--- src/sv/zhang_suen_thinning_pass_assert.svh ---
// ----------------------------------------------------------------------------
// Zhang-Suen thinning pass assertion macros
// Shared concurrent assertion forms used by the thinning pass modules.
// ----------------------------------------------------------------------------
`ifndef ZHANG_SUEN_THINNING_PASS_ASSERT_SVH
`define ZHANG_SUEN_THINNING_PASS_ASSERT_SVH

// Same-cycle implication, disabled during reset.
`define ZST_ASSERT_IMPL(lbl, clk, rst_n, ante, cons, msg) \
  lbl: assert property (@(posedge clk) disable iff (!rst_n) (ante) |-> (cons)) \
    else $error(msg);

// Next-cycle implication, disabled during reset.
`define ZST_ASSERT_NEXT(lbl, clk, rst_n, ante, cons, msg) \
  lbl: assert property (@(posedge clk) disable iff (!rst_n) (ante) |=> (cons)) \
    else $error(msg);

`endif

--- src/sv/zst_pkg.sv ---
// ----------------------------------------------------------------------------
// Zhang-Suen thinning pass package
// Shared constants, register codes and control structs of the thinning pass.
// ----------------------------------------------------------------------------
package zst_pkg;

  // Default sizes of the line buffers and the pixel path.
  localparam int MAX_WIDTH_DEF  = 512;
  localparam int PIXEL_BITS_DEF = 8;

  // Frame height limit and the row counter that covers it plus the drain rows.
  localparam int HEIGHT_CAP = 512;
  localparam int ROW_W      = $clog2(HEIGHT_CAP + 3);

  // Register values after reset.
  localparam int WIDTH_RST  = 400;
  localparam int HEIGHT_RST = 400;

  // Configuration port layout and register indexes.
  localparam int CFG_IDX_W  = 2;
  localparam int CFG_DATA_W = 10;
  localparam logic [CFG_IDX_W-1:0] CFG_PHASE  = CFG_IDX_W'(0);
  localparam logic [CFG_IDX_W-1:0] CFG_WIDTH  = CFG_IDX_W'(1);
  localparam logic [CFG_IDX_W-1:0] CFG_HEIGHT = CFG_IDX_W'(2);

  // Input item kinds.
  localparam logic OP_PIXEL = 1'b0;
  localparam logic OP_DRAIN = 1'b1;

  // Subiteration codes.
  localparam logic PHASE_SE = 1'b0;
  localparam logic PHASE_NW = 1'b1;

  // Deletion test limits.
  localparam int B_LOW  = 2;
  localparam int B_HIGH = 6;
  localparam int RING   = 8;

  // Settings seen by the datapath.
  typedef struct packed {
    logic             phase;
    logic [ROW_W-1:0] height;
  } zst_cfg_t;

  // Position flags of the window centre that a column completes.
  typedef struct packed {
    logic first_col;  // column 0: flush the previous row's last centre
    logic has_res;    // this column completes a centre inside the frame
    logic top;        // north neighbors lie inside the frame
    logic bot;        // south neighbors lie inside the frame
    logic lft;        // west neighbors lie inside the frame
    logic rgt;        // east neighbors lie inside the frame
    logic last;       // centre is the frame's final pixel
  } zst_pos_t;

endpackage

--- src/sv/zst_cfg_if.sv ---
// ----------------------------------------------------------------------------
// Configuration write channel
// Valid/ready write channel carrying a register index and its data.
// ----------------------------------------------------------------------------
interface zst_cfg_if import zst_pkg::*; ();
  logic                  valid;
  logic                  ready;
  logic [CFG_IDX_W-1:0]  index;
  logic [CFG_DATA_W-1:0] data;

  modport source (output valid, output index, output data, input ready);
  modport sink   (input valid, input index, input data, output ready);
endinterface

--- src/sv/zst_cfg_regs.sv ---
// ----------------------------------------------------------------------------
// Thinning pass configuration registers
// Holds phase, width and height, with width and height clamped on write.
// ----------------------------------------------------------------------------
module zst_cfg_regs import zst_pkg::*; #(
  parameter int MAX_WIDTH = MAX_WIDTH_DEF
) (
  input  logic                             clk,
  input  logic                             rst_n,
  zst_cfg_if.sink                          cfg,
  output zst_cfg_t                         cfg_q,
  output logic [$clog2(MAX_WIDTH+1)-1:0]   img_w
);

  localparam int W_W   = $clog2(MAX_WIDTH + 1);
  localparam int W_RST = (WIDTH_RST > MAX_WIDTH) ? MAX_WIDTH : WIDTH_RST;

  logic             phase_r;
  logic [W_W-1:0]   width_r;
  logic [ROW_W-1:0] height_r;
  logic [W_W-1:0]   width_nxt;
  logic [ROW_W-1:0] height_nxt;
  logic             wr;

  // Writes are taken in any cycle.
  assign cfg.ready = 1'b1;
  assign wr        = cfg.valid && cfg.ready;

  // A zero size acts as one, and oversize values saturate.
  always_comb begin
    if (cfg.data == '0) begin
      width_nxt = W_W'(1);
    end else if (32'(cfg.data) > MAX_WIDTH) begin
      width_nxt = W_W'(MAX_WIDTH);
    end else begin
      width_nxt = W_W'(cfg.data);
    end
    if (cfg.data == '0) begin
      height_nxt = ROW_W'(1);
    end else if (32'(cfg.data) > HEIGHT_CAP) begin
      height_nxt = ROW_W'(HEIGHT_CAP);
    end else begin
      height_nxt = ROW_W'(cfg.data);
    end
  end

  // Register file; writes to unused indexes are dropped.
  always_ff @(posedge clk) begin
    if (!rst_n) begin
      phase_r  <= PHASE_SE;
      width_r  <= W_W'(W_RST);
      height_r <= ROW_W'(HEIGHT_RST);
    end else if (wr) begin
      unique case (cfg.index)
        CFG_PHASE:  phase_r  <= cfg.data[0];
        CFG_WIDTH:  width_r  <= width_nxt;
        CFG_HEIGHT: height_r <= height_nxt;
        default: ;
      endcase
    end
  end

  assign cfg_q.phase  = phase_r;
  assign cfg_q.height = height_r;
  assign img_w        = width_r;

endmodule

--- src/flat_wrapper.sv ---
// flat-port wrapper written by rule: the top's interface ports become plain ports
module zst_cfg_regs_flat import zst_pkg::*;
#(
  parameter int MAX_WIDTH = MAX_WIDTH_DEF
)
  (clk, rst_n, cfg_q, img_w, cfg_valid, cfg_index, cfg_data, cfg_ready);
  zst_cfg_if cfg_i ();
  input  logic clk;
  input  logic rst_n;
  output zst_cfg_t cfg_q;
  output logic [$clog2(MAX_WIDTH+1)-1:0] img_w;
  input wire logic [$bits(cfg_i.valid)-1:0] cfg_valid;
  input wire logic [$bits(cfg_i.index)-1:0] cfg_index;
  input wire logic [$bits(cfg_i.data)-1:0] cfg_data;
  output wire logic [$bits(cfg_i.ready)-1:0] cfg_ready;
  assign cfg_i.valid = cfg_valid;
  assign cfg_i.index = cfg_index;
  assign cfg_i.data = cfg_data;
  assign cfg_ready = cfg_i.ready;
  zst_cfg_regs #(.MAX_WIDTH(MAX_WIDTH)) u_core (.clk(clk), .rst_n(rst_n), .cfg(cfg_i), .cfg_q(cfg_q), .img_w(img_w));
endmodule
--- config.mk ---
export PLATFORM = sky130hd
export DESIGN_NAME = zst_cfg_regs_flat
export DESIGN_NICKNAME = d
export VERILOG_FILES = /design/src/sv/zhang_suen_thinning_pass_assert.svh /design/src/sv/zst_pkg.sv /design/src/sv/zst_cfg_if.sv /design/src/sv/zst_cfg_regs.sv /design/src/flat_wrapper.sv
export SDC_FILE = /design/constraint.sdc
export NUM_CORES = 1
export LEC_CHECK = 0
export BUFFER_PORTS_ARGS = -buffer_cell sky130_fd_sc_hd__clkbuf_2
export CORE_MARGIN = 8
export CORE_UTILIZATION = 40
export DETAILED_ROUTE_END_ITERATION = 16
export GPL_TIMING_DRIVEN = 0
export PLACE_DENSITY = 0.72
export SYNTH_ARGS = -nofsm -noshare
export SYNTH_HDL_FRONTEND = slang
export SYNTH_SLANG_ARGS = --single-unit
--- constraint.sdc ---
create_clock -name clk -period 0.95 [get_ports clk]
set_clock_uncertainty 0.2 [all_clocks]
set_input_delay 0 -clock clk [delete_from_list [all_inputs] [get_ports clk]]
set_output_delay 0 -clock clk [all_outputs]
set_load 0.03 [all_outputs]
==> results.cfg <==
[outcome]
outcome = finished, violations left
violations = negative hold slack, negative setup slack

[placement]
gp_congestion = 0.798
placed_area_sq_mm = 0.00111
place_hpwl_um = 1710
io_buffers = 34
dp_worst_setup_slack_ns = -0.185

[clock_tree]
cts_max_level = 1
cts.path.max_buffers = 2
insertion_delay_ns = 0.30
cts_made_buffers = 3
cts-root-buf = clkbuf_4
clk_pin_slew_worst_paths_ns = 0.11
cts_tree = built
numClockSinks = 21

[cells_and_area]
stdcell_area_sq_mm = 0.00137
seq_area_sq_um = 452
area_delta_synth_final_pct = 54.9
fill_cells = 188
final_nets = 156
multi_input_area_sq_um = 404
antenna_cells = 0
drive_above_1_share_pct = 50.0
final_core_util_pct = 63.8

[power]
ir_drop_v = 0.000787
powerDensity_mw_per_mm2 = 1220
leakagePower_uw = 0.000569

[timing]
layout_worst_path_cycle_share_pct = 105
min_period_ns = 0.995
finalHoldViolCount = 21
setup_viol = 21
hold_slack_ns = -0.222
finalSetupTns_ns = -0.668
setup_ws_ns = -0.0452
rsz0062_at_grt = true
fmaxAchievable_mhz = 1000
finalMaxSlewViolations = 0

[critical_path]
end_kind = output pin
reg2regPathDepth = 3
reg2reg_to = u_core.img_w[5]
arrival_ns = 0.80
startpoint_type = register
critPathMaxFanout = 2
timing.rr.start = u_core.img_w[5]
crit_type = register to output pin
rrSetupSlack_ns = 0.03
slowest_stage = dfxtp_4
worst_path_largest_cell_delay_ns = 0.37
worst-path-buf-inv = 1
worstPathRequired_ns = 0.75
crit_path_cell_trace = buf_8
crit_family = flip-flops

[yosys]
synthArstFlopShare_pct = 0
synth_area_leader_cell = dfxtp_1
yosysSeqAreaShare_pct = 47.5
ys.warnings.count = 0
avgSynthCellArea_sq_um = 8.76
ys.flop_type = dfxtp_1
synth_area_leaders = dfxtp_1 48%, nand2_1 11%, a21oi_1 6.2%
syn_area_sq_um = 885
yosys.cell_count.top_type = nand2_1
synth_cells = 101
synth-edff-count = 0
synth_common_cells = 26 x nand2_1, 21 x dfxtp_1, 11 x a21oi_1, 6 x o211ai_1
synth-seq-cells = 21
syn_nets = 116
synth_top_area_share_pct = 47.5
ys_types = 21

[global_route]
antenna_found_initial = 0
grt_pass1_wl_um = 3910
gr-total-overflow = 0
grt_pass1_vias = 873
grt_max_degree = 13
grt_usage_pct = 11.8

[hold_path]
hold_class = primary input to register
hold_start = rst_n
whs_endpoint = u_core.height_r[8]
holdPathStages = 2

[die]
die_y_um = 63.0
ios = 37
die_w_um = 63.0
core_area_sq_mm = 0.00215
row_count = 17
dieArea_sq_mm = 0.00397
initial_core_util_pct = 41.2

[drt]
drt-total-wl_um = 2310
ant_nets = 0
via_per_inst = 5.08
dr_total_vias = 853
drt_iter0_markers = 15
drc_errors = 0
first_pass_iters = 4
wl_per_cell_um = 13.7

[job]
maxCapViolations = 0
## worst max-delay path by stage
stage               depth (start not counted)          startpoint  slack (ns)                  to
floorplan                                   2  u_core.height_r[3]      -0.002  u_core.height_r[3]
global placement                            4         cfg_data[5]       -0.17  u_core.height_r[3]
detailed placement                          4         cfg_data[5]       -0.18     u_core.img_w[0]
CTS                                         1  u_core.height_r[3]       -0.08            cfg_q[3]
global route                                1     u_core.img_w[7]       -0.08            img_w[7]
finish                                      1  u_core.height_r[3]       -0.05            cfg_q[3]
## repair_timing
action,4_1_cts,5_1_grt
pin swaps,0,2
setup buffers,1,1
endpoints found under the hold margin,21,20
resized for setup,51,22
endpoints found under the setup margin,21,24
## registers in the layout (all words and copies together), names as in the netlist
name,count
u_core.phase_r,1
u_core.img_w,10
u_core.height_r,10
## power by group
group	leakage [uW]	internal [uW]	switching, uW	total, uW
registers	0.000176	911	24.7	935
clock network	0.0000177	157	262	419
logic	0.000374	148	171	319
total	0.000569	1220	458	1670
## per-layer routing
metal	GRT usage, %	share of wire (%)
met1	13.8	45
met2	17.9	44
met3	5.38	10
met4	5.41	1.6
met5	0	0
## metrics by stage
| step | total power (uW) | instances |
|---|---|---|
| 4_1_cts | 1680 | 167 |
| 3_3_place_gp | 1200 | 163 |
| 3_5_place_dp | 1200 | 163 |
| 2_1_floorplan | 1110 | 101 |
| 5_1_grt | 1760 | 168 |
| 6_report | 1670 | 168 |
## cell usage in the layout, fill, tap and decap left out, drive strengths merged
cell type,count
nor3b,1
clkinv,1
nor2b,4
inv,1
nand3b,3
nand2b,4
nand2,26
a21oi,11
clkbuf,18
nand3,2
dfxtp,21
nor2,1
mux2i,3
conb,1
o31ai,2
buf,29
o211ai,6
nor4,2
and3b,2
a311oi,2
## final cells by class
class	instances	area share [%]
plain buffers	8	3.84
clock buffers	3	1.64
clock inverters	1	0.365
inverters	1	0.274
multi-input cells	70	29.5
flip-flops and latches	21	33.0
well taps	28	2.56
repair buffers	36	28.9
## kinds of logic after synthesis
logic type             count (synthesis)  share of synthesized area, %
AO/OA/AOI/OAI                         21                          15.0
buffers and inverters                 10                          7.21
flip-flops                            21                          47.5
multiplexers                           3                          3.39
other                                  1                         0.424
AND/OR/NAND/NOR                       45                          26.4
Note: power is estimated with default switching activity, not from simulation.
