===== src/sv/zhang_suen_thinning_pass_assert.svh =====
// ----------------------------------------------------------------------------
// Zhang-Suen thinning pass assertion macros
// Shared concurrent assertion forms used by the thinning pass modules.
// ----------------------------------------------------------------------------
`ifndef ZHANG_SUEN_THINNING_PASS_ASSERT_SVH
`define ZHANG_SUEN_THINNING_PASS_ASSERT_SVH

// Same-cycle implication, disabled during reset.
`define ZST_ASSERT_IMPL(lbl, clk, rst_n, ante, cons, msg) \
  lbl: assert property (@(posedge clk) disable iff (!rst_n) (ante) |-> (cons)) \
    else $error(msg);

// Next-cycle implication, disabled during reset.
`define ZST_ASSERT_NEXT(lbl, clk, rst_n, ante, cons, msg) \
  lbl: assert property (@(posedge clk) disable iff (!rst_n) (ante) |=> (cons)) \
    else $error(msg);

`endif


===== src/sv/zst_pkg.sv =====
// ----------------------------------------------------------------------------
// Zhang-Suen thinning pass package
// Shared constants, register codes and control structs of the thinning pass.
// ----------------------------------------------------------------------------
package zst_pkg;

  // Default sizes of the line buffers and the pixel path.
  localparam int MAX_WIDTH_DEF  = 512;
  localparam int PIXEL_BITS_DEF = 8;

  // Frame height limit and the row counter that covers it plus the drain rows.
  localparam int HEIGHT_CAP = 512;
  localparam int ROW_W      = $clog2(HEIGHT_CAP + 3);

  // Register values after reset.
  localparam int WIDTH_RST  = 400;
  localparam int HEIGHT_RST = 400;

  // Configuration port layout and register indexes.
  localparam int CFG_IDX_W  = 2;
  localparam int CFG_DATA_W = 10;
  localparam logic [CFG_IDX_W-1:0] CFG_PHASE  = CFG_IDX_W'(0);
  localparam logic [CFG_IDX_W-1:0] CFG_WIDTH  = CFG_IDX_W'(1);
  localparam logic [CFG_IDX_W-1:0] CFG_HEIGHT = CFG_IDX_W'(2);

  // Input item kinds.
  localparam logic OP_PIXEL = 1'b0;
  localparam logic OP_DRAIN = 1'b1;

  // Subiteration codes.
  localparam logic PHASE_SE = 1'b0;
  localparam logic PHASE_NW = 1'b1;

  // Deletion test limits.
  localparam int B_LOW  = 2;
  localparam int B_HIGH = 6;
  localparam int RING   = 8;

  // Settings seen by the datapath.
  typedef struct packed {
    logic             phase;
    logic [ROW_W-1:0] height;
  } zst_cfg_t;

  // Position flags of the window centre that a column completes.
  typedef struct packed {
    logic first_col;  // column 0: flush the previous row's last centre
    logic has_res;    // this column completes a centre inside the frame
    logic top;        // north neighbors lie inside the frame
    logic bot;        // south neighbors lie inside the frame
    logic lft;        // west neighbors lie inside the frame
    logic rgt;        // east neighbors lie inside the frame
    logic last;       // centre is the frame's final pixel
  } zst_pos_t;

endpackage


===== src/sv/zst_out_if.sv =====
// ----------------------------------------------------------------------------
// Pixel result channel
// Valid/ready channel carrying one thinned pixel and the end-of-frame flag.
// ----------------------------------------------------------------------------
interface zst_out_if import zst_pkg::*; #(
  parameter int PIXEL_BITS = PIXEL_BITS_DEF
) ();
  logic                  valid;
  logic                  ready;
  logic [PIXEL_BITS-1:0] pixel_out;
  logic                  frame_last;

  modport source (output valid, output pixel_out, output frame_last, input ready);
  modport sink   (input valid, input pixel_out, input frame_last, output ready);
endinterface


===== src/sv/zst_judge.sv =====
// ----------------------------------------------------------------------------
// Thinning pass window and deletion test
// Shifts columns into the 3x3 window, applies the Zhang-Suen subiteration
// test to the centre and registers the result.
// ----------------------------------------------------------------------------
`include "zhang_suen_thinning_pass_assert.svh"

module zst_judge import zst_pkg::*; #(
  parameter int PIXEL_BITS = PIXEL_BITS_DEF
) (
  input  logic                  clk,
  input  logic                  rst_n,
  input  logic                  phase,
  input  logic                  s1_valid,
  input  zst_pos_t              s1_pos,
  input  logic [PIXEL_BITS-1:0] s1_top,
  input  logic [PIXEL_BITS-1:0] s1_mid,
  input  logic [PIXEL_BITS-1:0] s1_bot,
  output logic                  s1_adv,
  zst_out_if.source             out_s
);

  // Window columns, entry 0 north, 1 middle, 2 south.
  logic [PIXEL_BITS-1:0] win_w_r [3];
  logic [PIXEL_BITS-1:0] win_c_r [3];

  logic                  out_valid_r;
  logic [PIXEL_BITS-1:0] pixel_out_r;
  logic                  frame_last_r;

  logic [RING-1:0]       p;
  logic [3:0]            b;
  logic [3:0]            a;
  logic                  shape_ok;
  logic                  del;
  logic [PIXEL_BITS-1:0] ctr;
  logic [PIXEL_BITS-1:0] res;

  // A column without a result moves on even while the output is full.
  assign s1_adv = s1_valid && (!s1_pos.has_res || !out_valid_r || out_s.ready);

  // Ring N, NE, E, SE, S, SW, W, NW with the frame edges masked off.
  always_comb begin
    ctr  = win_c_r[1];
    p[0] = s1_pos.top && (win_c_r[0] != '0);
    p[1] = s1_pos.top && s1_pos.rgt && (s1_top != '0);
    p[2] = s1_pos.rgt && (s1_mid != '0);
    p[3] = s1_pos.bot && s1_pos.rgt && (s1_bot != '0);
    p[4] = s1_pos.bot && (win_c_r[2] != '0);
    p[5] = s1_pos.bot && s1_pos.lft && (win_w_r[2] != '0);
    p[6] = s1_pos.lft && (win_w_r[1] != '0);
    p[7] = s1_pos.top && s1_pos.lft && (win_w_r[0] != '0);
  end

  // Foreground count and background-to-foreground transitions.
  always_comb begin
    b = '0;
    a = '0;
    for (int k = 0; k < RING; k++) begin
      b = b + 4'(p[k]);
      a = a + 4'(p[k] && !p[(k + RING - 1) % RING]);
    end
  end

  // Deletion test of the current subiteration.
  always_comb begin
    if (phase == PHASE_SE) begin
      shape_ok = !(p[2] && p[4] && (p[0] || p[6]));
    end else begin
      shape_ok = !(p[0] && p[6] && (p[2] || p[4]));
    end
    del = (ctr != '0) && (b >= 4'(B_LOW)) && (b <= 4'(B_HIGH)) && (a == 4'd1) && shape_ok;
    res = del ? '0 : ctr;
  end

  // Window shift and output valid.
  always_ff @(posedge clk) begin
    if (!rst_n) begin
      for (int i = 0; i < 3; i++) begin
        win_w_r[i] <= '0;
        win_c_r[i] <= '0;
      end
      out_valid_r <= 1'b0;
    end else begin
      if (s1_adv) begin
        // A new row starts with background west of its first centre.
        for (int i = 0; i < 3; i++) begin
          win_w_r[i] <= s1_pos.first_col ? '0 : win_c_r[i];
        end
        win_c_r[0] <= s1_top;
        win_c_r[1] <= s1_mid;
        win_c_r[2] <= s1_bot;
      end
      if (s1_adv && s1_pos.has_res) begin
        out_valid_r <= 1'b1;
      end else if (out_s.ready) begin
        out_valid_r <= 1'b0;
      end
    end
  end

  // Result payload.
  always_ff @(posedge clk) begin
    if (s1_adv && s1_pos.has_res) begin
      pixel_out_r  <= res;
      frame_last_r <= s1_pos.last;
    end
  end

  assign out_s.valid      = out_valid_r;
  assign out_s.pixel_out  = pixel_out_r;
  assign out_s.frame_last = frame_last_r;

  `ZST_ASSERT_NEXT(a_result_lands, clk, rst_n, s1_adv && s1_pos.has_res, out_valid_r, "judged centre did not reach the output register")
  `ZST_ASSERT_NEXT(a_row_start_clears_west, clk, rst_n, s1_adv && s1_pos.first_col, win_w_r[0] == '0 && win_w_r[1] == '0 && win_w_r[2] == '0, "west column not cleared at row start")
  `ZST_ASSERT_IMPL(a_no_result_overwrite, clk, rst_n, out_valid_r && !out_s.ready, !(s1_adv && s1_pos.has_res), "waiting result overwritten")

endmodule


===== src/flat_wrapper.sv =====
// flat-port wrapper written by rule: the top's interface ports become plain ports
module zst_judge_flat import zst_pkg::*;
#(
  parameter int PIXEL_BITS = PIXEL_BITS_DEF
)
  (clk, rst_n, phase, s1_valid, s1_pos, s1_top, s1_mid, s1_bot, s1_adv, out_s_valid, out_s_pixel_out, out_s_frame_last, out_s_ready);
  zst_out_if #(.PIXEL_BITS(PIXEL_BITS)) out_s_i ();
  input  logic clk;
  input  logic rst_n;
  input  logic phase;
  input  logic s1_valid;
  input  zst_pos_t s1_pos;
  input  logic [PIXEL_BITS-1:0] s1_top;
  input  logic [PIXEL_BITS-1:0] s1_mid;
  input  logic [PIXEL_BITS-1:0] s1_bot;
  output logic s1_adv;
  output wire logic [$bits(out_s_i.valid)-1:0] out_s_valid;
  output wire logic [$bits(out_s_i.pixel_out)-1:0] out_s_pixel_out;
  output wire logic [$bits(out_s_i.frame_last)-1:0] out_s_frame_last;
  input wire logic [$bits(out_s_i.ready)-1:0] out_s_ready;
  assign out_s_valid = out_s_i.valid;
  assign out_s_pixel_out = out_s_i.pixel_out;
  assign out_s_frame_last = out_s_i.frame_last;
  assign out_s_i.ready = out_s_ready;
  zst_judge #(.PIXEL_BITS(PIXEL_BITS)) u_core (.clk(clk), .rst_n(rst_n), .phase(phase), .s1_valid(s1_valid), .s1_pos(s1_pos), .s1_top(s1_top), .s1_mid(s1_mid), .s1_bot(s1_bot), .s1_adv(s1_adv), .out_s(out_s_i));
endmodule

===== config.mk =====
export PLATFORM = sky130hd
export DESIGN_NAME = zst_judge_flat
export DESIGN_NICKNAME = d
export VERILOG_FILES = /design/src/sv/zst_pkg.sv /design/src/sv/zst_out_if.sv /design/src/sv/zst_judge.sv /design/src/flat_wrapper.sv
export VERILOG_INCLUDE_DIRS = /design/src /design/src/sv
export SDC_FILE = /design/constraint.sdc
export NUM_CORES = 1
export LEC_CHECK = 0
export CORE_MARGIN = 4
export CORE_UTILIZATION = 30
export DETAILED_ROUTE_END_ITERATION = 10
export DONT_BUFFER_PORTS = 1
export GPL_ROUTABILITY_DRIVEN = 0
export HOLD_SLACK_MARGIN = 0.15
export MAX_ROUTING_LAYER = met4
export PLACE_DENSITY = 0.44
export SLEW_MARGIN = 20
export SYNTH_ARGS = -nofsm -noshare
export SYNTH_HDL_FRONTEND = slang
export SYNTH_SLANG_ARGS = --single-unit

===== constraint.sdc =====
create_clock -name clk -period 5.45 [get_ports clk]
set_input_delay 0.545 -clock clk [delete_from_list [all_inputs] [get_ports clk]]
set_output_delay 0.545 -clock clk [all_outputs]
set_load 0.005 [all_outputs]

==> metrics.csv, run 1 <==
metric;value;unit
clock skew;6.69;ps
clk_lat worst skew;330;ps
worst vdd ir;0.000127;V
area post-placement;0.00295;mm²
CTS Sinks;58;
Post-Syn Nets;254;
Synth Instances;204;
Die Footprint;0.0110;mm²
largest stage delay on the critical path;470;ps
GR Overflow Total;0;
first-pass GRT wire length;9400;µm
P_leak;1.27;nW
Main synth FF type;edfxtp_1;
flop2flop setup slack;860;ps
fraction of layout cells with a size suffix above 1;14.7;%
nets;262;
max cap viols;0;
status;finished, final reports clean;
DP Wirelength;4350;µm
largest net degree at the start of global routing;29;
critical path's slowest cell;fa_1;
CTS resizes;0;
CP Capture Type;register;
RR Startpoint;u_core.win_c_r[0][5];
Cell Area, Synth;0.00281;mm²
Slew headroom;59.1;%
total CTS buffers;9;
synth top area cells;edfxtp_1 61%, and2_1 5.8%, fa_1 5.7%;
crit path cell chain;nor4_1 > a21boi_1 > inv_2 > nor2_1 > a31oi_1 > fa_1 > inv_1 > fa_1 > fa_1 > fa_1 > nand2b_1 > a221o_1 > a221oi_1 > o311a_2 > a21boi_1;
Hold Path Class;in2reg;
Tmin final;4590;ps
vias per inst;4.88;
Pre-Repair DR Iteration Count;4;
min-delay src;s1_pos[0];
Worst Path Arrival;4660;ps
antenna-violating nets left;0;
max-slew violations;0;
most frequent cells in the layout;57 x edfxtp_1, 26 x and2_1, 25 x and3_1;
crit start category;register;
post-CTS setup buffers;0;
sequential share of the synthesized area;61.7;%
die width;105;µm
#FFs+latches synth;58;
RR Endpoint;u_core.out_s.pixel_out[0];
Hold Path End;u_core.out_s.frame_last;
fill cell count;887;
DR vias;1602;
PnR worst setup slack;858;ps
Worst Max-Slew Pin Slew;613;ps
Post-Layout Inst Area;0.00315;mm²
initial antenna violation count;0;
Max Buffers Root-to-Sink;2;
period utilisation layout;84.3;%
IO Port Bufs;0;
Yosys top cell by area;edfxtp_1;
Post-Route Setup TNS;0;ps
Core Rows;35;
RSZ-0062 raised after global routing;false;
gr usage total;11.7;%
Ports;47;
# DRC;0;
final hold slack;316;ps
Post-synth ARST share;0;%
Iteration-0 DRC Markers;37;
Synth Area per Inst;13.8;µm²
endpoints failing hold;0;
number of enable flip-flop cells after synthesis;57;
Synth warnings;0;
vias in the first global route;1781;
# setup viols final;0;
hold depth;0;
Initial Util;30.6;%
critical path class;reg2reg;
Max FO, Critical Path;8;
Reg2Reg Depth;15;
CTS H-Tree Depth;3;
TritonCTS clock tree;built;
Clock transition at path regs;60;ps
area growth from synthesis to final layout;12.3;%
DR WL/cell;17.7;µm
# hold bufs at CTS;0;
crit-path most repeated cell;fa_1;
pwr/cell area;337;mW/mm²
number of diodes;0;
Place WS;792;ps
Yosys top cell area share;61.0;%
drt total wl;5790;µm
library cells used by synthesis;32;
most common cell after layout, fill and taps aside;edfxtp_1;
Critical Path RT;5520;ps
Max Clk Rate;218;MHz
Clock Tree Root;clkbuf_8;
core area;0.00915;mm²
die extent in y;105;µm
-- state kept, by name, indices dropped and copies added, names as in the netlist --
name / cells
u_core.out_s.valid: 1
u_core.out_s.frame_last: 1
u_core.win_w_r: 24
u_core.out_s.pixel_out: 8
u_core.win_c_r: 24
-- per-layer routing --
metal / global-route usage [%] / share of wire (%) / up-vias
met2: 17.6 / 45 / 53
met4: 3.66 / 1.4 / 0
li1: - / - / 779
met1: 14.4 / 46 / 761
met3: 4.76 / 7.3 / 9
met5: - / 0 / -
-- worst max-delay path: cells and delay by family, from the launching register on --
kind | cells | cell delay, ps
compound gates | 6 | 1360
fa+ha+maj | 4 | 1740
buf+inv | 2 | 210
flops | 1 | 400
simple gates | 3 | 630
-- logic make-up (layout without fill, tap and decap cells) --
family,count (synthesis),after routing,share of synthesized area (%)
AO/OA/AOI/OAI,25,25,7.89
adder cells (fa/ha/maj),14,14,8.39
XOR/XNOR,1,1,0.312
flip-flops,58,58,61.7
buffers and inverters,14,27,1.87
AND/OR/NAND/NOR,92,92,19.8
-- final cells by class --
type | instances | area [µm²] | share of cell area (%)
inverter | 8 | 30.0 | 0.953
tap | 111 | 139 | 4.41
timing repair buffer | 3 | 22.5 | 0.715
clock buffer | 11 | 151 | 4.81
multi-input combinational | 132 | 1020 | 32.5
clock inverter | 5 | 52.6 | 1.67
sequential | 58 | 1730 | 55.0
-- per-stage QoR --
stage          instances  util, %  power, W
2_1_floorplan        204        -  0.000642
5_1_grt              328     34.4   0.00112
3_5_place_dp         312     32.2  0.000675
4_1_cts              328     34.4   0.00108
6_report             328     34.4   0.00106
3_3_place_gp         312     32.2  0.000673
-- cells in the mapped netlist, drive strengths merged (4+ instances only) --
| cell | number |
|---|---|
| nor2 | 4 |
| and3 | 25 |
| nand2 | 9 |
| ha | 6 |
| a21oi | 5 |
| nor4 | 16 |
| edfxtp | 57 |
| fa | 8 |
| clkbuf | 6 |
| and2 | 27 |
| inv | 8 |
| nor2b | 4 |
| a21boi | 12 |
-- where the power goes --
part	switching, W	leakage [nW]	internal [W]	total [W]
registers	0.0000133	0.625	0.000524	0.000537
logic	0.0000703	0.541	0.0000545	0.000125
clock network	0.000166	0.105	0.000233	0.000400
-- worst max-delay path by stage --
stage	from	to	cells past startpoint
after floorplan	s1_pos[4]	u_core.out_s.pixel_out[0]	14
after global placement	u_core.win_c_r[0][5]	u_core.out_s.pixel_out[0]	15
after detailed placement	u_core.win_c_r[0][5]	u_core.out_s.pixel_out[0]	15
after CTS	u_core.win_c_r[0][5]	u_core.out_s.pixel_out[0]	15
after global routing	u_core.win_c_r[0][5]	u_core.out_s.pixel_out[0]	15
final	u_core.win_c_r[0][5]	u_core.out_s.pixel_out[0]	15
(Power assumes the default switching activity.)
==> run 2, diff against run 1 <==
ABC_AREA = 1   (was not set)
PLACE_DENSITY = 0.45   (was 0.44)
clock period = 4.2 ns   (was 5.45 ns; I/O delays follow)
==> run 2 against run 1 <==
  * Die area is 4.0% higher
  * Core utilization is 0.44 points higher
  * Clock power is 4% higher
  * Register-to-register slack worse by 550 ps
==> metrics.csv, run 2 <==
metric;value;unit
status;finished, final reports clean;
sequential share of the synthesized area;59.1;%
count leader, synth;inv_1;
total CTS buffers;9;
critical path class;reg2reg;
endpoints failing hold;0;
Cell Area, Synth;0.00293;mm²
core area;0.00937;mm²
Pre-Repair DR Iteration Count;4;
# DRC;0;
largest stage delay on the critical path;510;ps
Reg2Reg Depth;18;
CTS H-Tree Depth;3;
Post-Route Setup TNS;0;ps
Place WS;-41.5;ps
largest net degree at the start of global routing;49;
crit-path most repeated cell;nand2_1;
Synth top cells by count;77 x inv_1, 70 x nor2_1, 57 x edfxtp_1, 45 x nand2_1, 8 x fa_1;
Die Footprint;0.0114;mm²
# hold bufs at CTS;0;
max-slew violations;0;
Slew headroom;42.9;%
Clock transition at path regs;70;ps
Synth Instances;303;
CP Capture Type;register;
final hold slack;186;ps
first-pass GRT wire length;8740;µm
Synth warnings;0;
nets;364;
worst vdd ir;0.000142;V
TritonCTS clock tree;built;
Ports;47;
hold depth;0;
die width;107;µm
initial antenna violation count;0;
Core Rows;35;
clock skew;9.46;ps
number of enable flip-flop cells after synthesis;57;
Post-Syn Nets;353;
Yosys top cell by area;edfxtp_1;
Worst Max-Slew Pin Slew;857;ps
most frequent cells in the layout;74 x inv_1, 70 x nor2_1, 57 x edfxtp_1;
DP Wirelength;3980;µm
fraction of layout cells with a size suffix above 1;9.75;%
Post-Layout Inst Area;0.00327;mm²
Max FO, Critical Path;8;
crit start category;register;
Tmin final;3900;ps
Yosys top cell area share;58.5;%
area growth from synthesis to final layout;11.6;%
# setup viols final;0;
P_leak;1.51;nW
gr usage total;10.3;%
number of diodes;0;
synth top area cells;edfxtp_1 58%, inv_1 9.9%, nor2_1 9.0%;
DR vias;1869;
flop2flop setup slack;300;ps
period utilisation layout;92.8;%
clk_lat worst skew;330;ps
CTS Sinks;58;
fill cell count;989;
max cap viols;0;
Max Buffers Root-to-Sink;2;
most common cell after layout, fill and taps aside;inv_1;
antenna-violating nets left;0;
drt total wl;5410;µm
IO Port Bufs;0;
Iteration-0 DRC Markers;91;
GR Overflow Total;0;
#FFs+latches synth;58;
Post-synth ARST share;0;%
Clock Tree Root;clkbuf_8;
Initial Util;31.2;%
library cells used by synthesis;24;
Main synth FF type;edfxtp_1;
RSZ-0062 raised after global routing;false;
Hold Path Class;in2reg;
Worst Path Arrival;3990;ps
DR WL/cell;12.1;µm
vias in the first global route;1761;
Synth Area per Inst;9.66;µm²
vias per inst;4.18;
Critical Path RT;4290;ps
area post-placement;0.00307;mm²
die extent in y;107;µm
pwr/cell area;397;mW/mm²
Max Clk Rate;257;MHz
critical path's slowest cell;fa_1;
PnR worst setup slack;303;ps
crit path cell chain;inv_1 > nand2_1 > nor2_1 > nand2_1 > nand2_2 > inv_2 > ha_1 > fa_1 > fa_1 > fa_2 > inv_1 > fa_1 > nand2_1 > nand2_1 > nor3_2 > nand3_2 > nand2_1 > inv_1;
post-layout util;34.9;%
[run 2: path summary, 6_finish.rpt]
kind                                            from                         to
worst min register to register  u_core.win_c_r[0][8]  u_core.out_s.pixel_out[0]
worst max register to register  u_core.win_c_r[0][3]  u_core.out_s.pixel_out[4]
worst max-delay path            u_core.win_c_r[0][3]  u_core.out_s.pixel_out[4]
worst min-delay path                       s1_pos[0]    u_core.out_s.frame_last
[run 2: final cells by class]
cell class / count / area [µm²] / area share [%]
sequential: 58 / 1730 / 53.0
multi-input combinational: 162 / 893 / 27.3
inverter: 78 / 293 / 8.96
tap: 129 / 161 / 4.94
clock buffer: 10 / 128 / 3.91
timing repair buffer: 5 / 37.5 / 1.15
clock inverter: 5 / 22.5 / 0.689
[run 2: repair_timing]
| item | in CTS | in global routing |
|---|---|---|
| setup buffers | 0 | 2 |
| hold endpoints to repair | 0 | 0 |
| setup endpoints to repair | 3 | 8 |
| gates resized for setup | 1 | 9 |
| pin swaps | 1 | 10 |
[run 2: per-stage QoR]
step                total power, W  cells
floorplan                 0.000846    303
global placement          0.000888    430
detailed placement        0.000889    430
CTS                        0.00131    445
global route               0.00137    447
finish                     0.00130    447
[run 2: worst max-delay path: cells and delay by family, from the launching register on]
kind,cells,cell delay [ps]
DFF,1,370
buffers and inverters,4,260
adders and majority gates,5,2080
and+or+nand+nor,9,950
[run 2: layer usage]
| metal | wire length (µm) | part of all wire [%] | GRT usage (%) |
|---|---|---|---|
| met1 | 2440 | 45 | 12.6 |
| met2 | 2690 | 50 | 16.1 |
| met3 | 198 | 3.7 | 3.43 |
| met4 | 80 | 1.5 | 3.56 |
| met5 | 0 | 0 | - |
[run 2: power breakdown]
part	internal (W)	switching (W)
Sequential	0.000680	0.0000148
Combinational	0.0000692	0.000116
Clock	0.000203	0.000212
[run 2: kinds of logic after synthesis]
family	synth area share (%)
and+or+nand+nor	19.3
AOI/OAI and AO/OA	2.14
buffers and inverters	11.4
adders and majority gates	8.03
DFF	59.1
==> run 3, diff against run 2 <==
--- a/config.mk
+++ b/config.mk
@@ -8,6 +8,8 @@
 export LEC_CHECK = 0
 export ABC_AREA = 1
+export ABC_CLOCK_PERIOD_IN_PS = 4200
 export CORE_MARGIN = 4
 export CORE_UTILIZATION = 30
+export CTS_CLUSTER_DIAMETER = 80
 export DETAILED_ROUTE_END_ITERATION = 10
 export DONT_BUFFER_PORTS = 1
==> constraint.sdc (replaced) <==
create_clock -name clk -period 4.2 [get_ports clk]
set_input_delay 0.21 -clock clk [delete_from_list [all_inputs] [get_ports clk]]
set_output_delay 0.21 -clock clk [all_outputs]
set_load 0.005 [all_outputs]
==> run 3 against run 2 <==
  * Register-to-register slack about the same
  * Sequential share of layout area decreased by 5.4 points
  * Maximum frequency increased by 0.21%
  * Combinational power up 9%
==> metrics.csv, run 3 (synthesis gave the netlist of run 2 again) <==
metric;value;unit
Hold Path End;u_core.out_s.pixel_out[6];
DR vias;1952;
number of diodes;0;
core area;0.00937;mm²
status;finished, final reports clean;
Detail Route met3 WL;232;µm
flop2flop setup slack;310;ps
wire length on met1;2420;µm
Iteration-0 DRC Markers;77;
Initial Util;31.2;%
max-slew violations;0;
IO Port Bufs;0;
die extent in y;107;µm
area post-placement;0.00307;mm²
Critical Path RT;4290;ps
drt total wl;5430;µm
crit start category;register;
clock skew;9.64;ps
most common cell after layout, fill and taps aside;inv_1;
fill cell count;949;
Reg2Reg Depth;21;
first-pass GRT wire length;9000;µm
Pre-Repair DR Iteration Count;4;
Core Rows;35;
initial antenna violation count;0;
gr usage total;10.6;%
vias in the first global route;1977;
Clock Tree Root;clkbuf_8;
# setup viols final;0;
crit path launch;u_core.win_c_r[0][0];
Post-Layout Inst Area;0.00364;mm²
RR Startpoint;u_core.win_c_r[0][0];
die width;107;µm
worst vdd ir;0.000159;V
hold depth;2;
antenna-violating nets left;0;
DP Wirelength;3940;µm
period utilisation layout;92.6;%
max cap viols;0;
clk_lat worst skew;330;ps
vias per inst;4.13;
Ports;47;
Clock transition at path regs;70;ps
largest net degree at the start of global routing;49;
Tmin final;3890;ps
CTS H-Tree Depth;3;
Hold Path Class;in2reg;
endpoints failing hold;0;
WL met2;2700;µm
area growth from synthesis to final layout;24.2;%
DR top layer;met4;
critical path class;reg2reg;
final hold slack;318;ps
Max FO, Critical Path;8;
Worst Max-Slew Pin Slew;860;ps
nets;389;
TritonCTS clock tree;built;
Die Footprint;0.0114;mm²
# DRC;0;
DR WL/cell;11.5;µm
pwr/cell area;430;mW/mm²
most frequent cells in the layout;75 x inv_1, 70 x nor2_1, 57 x edfxtp_1;
fraction of layout cells with a size suffix above 1;8.72;%
Slew headroom;42.7;%
post-layout util;38.8;%
Max Buffers Root-to-Sink;2;
Worst Path Arrival;3980;ps
RR Endpoint;u_core.out_s.pixel_out[0];
total CTS buffers;9;
CTS Sinks;58;
Max Clk Rate;257;MHz
min-delay src;s1_pos[5];
P_leak;1.66;nW
GR Overflow Total;0;
CP Capture Type;register;
[run 3: worst max-delay path, cell delays in order, from the launching register on]
cell and delay, ps:
edfxtp_1 390, inv_2 80, nand2_1 50, nor2_1 90, nand2_1 100, nand2_2 80
inv_2 60, nand2_1 60, o21ai_1 90, fa_1 560, inv_1 50, fa_1 470
fa_2 360, fa_1 430, inv_1 60, nand2_1 40, a21oi_1 110, nand2_1 80
nor3_2 170, nand3_2 180, nand2_1 110, inv_1 40
[run 3: layout make-up]
type | instances | area (µm²) | area share (%)
Clock buffer | 10 | 128 | 3.51
Clock inverter | 6 | 129 | 3.54
Inverter | 78 | 293 | 8.05
Multi-Input combinational cell | 162 | 902 | 24.8
Sequential cell | 58 | 1730 | 47.6
Tap cell | 129 | 161 | 4.44
Timing Repair Buffer | 30 | 293 | 8.05
[run 3: routing by layer]
layer | track usage (%) | vias to the layer above
li1 | - | 1012
met1 | 12.7 | 903
met2 | 16.5 | 29
met3 | 3.67 | 8
met4 | 4.11 | 0
met5 | - | -
[run 3: repair_timing]
item | 4_1_cts | 5_1_grt
gates resized for setup | 0 | 9
setup buffers | 0 | 1
setup endpoints to repair | 0 | 8
hold buffers | 27 | 0
hold endpoints to repair | 26 | 0
[run 3: how the worst max path moves through the flow]
stage | depth (start not counted) | slack (ps) | to
6_report | 21 | 310 | u_core.out_s.pixel_out[0]
5_1_grt | 21 | -70 | u_core.out_s.pixel_out[0]
4_1_cts | 17 | 10 | u_core.out_s.pixel_out[4]
3_5_place_dp | 17 | 2 | u_core.out_s.pixel_out[3]
3_3_place_gp | 17 | 30 | u_core.out_s.pixel_out[4]
2_1_floorplan | 21 | 320 | u_core.out_s.pixel_out[0]
[run 3: metrics by stage]
stage,setup slack [ps],setup TNS (ps),total power [W],cells
after floorplan,315,0,0.000846,303
after global placement,27.2,0,0.000886,429
after detailed placement,2.31,0,0.000888,429
after CTS,10.4,0,0.00158,472
after global routing,-67.4,-313,0.00165,473
final,311,0,0.00156,473
[run 3: where the power goes]
| part | internal (W) | total, W | switching, W | leakage [nW] |
|---|---|---|---|---|
| Clock | 0.000451 | 0.000667 | 0.000216 | 0.128 |
| Sequential | 0.000680 | 0.000695 | 0.0000148 | 0.624 |
| Combinational | 0.0000826 | 0.000202 | 0.000119 | 0.903 |
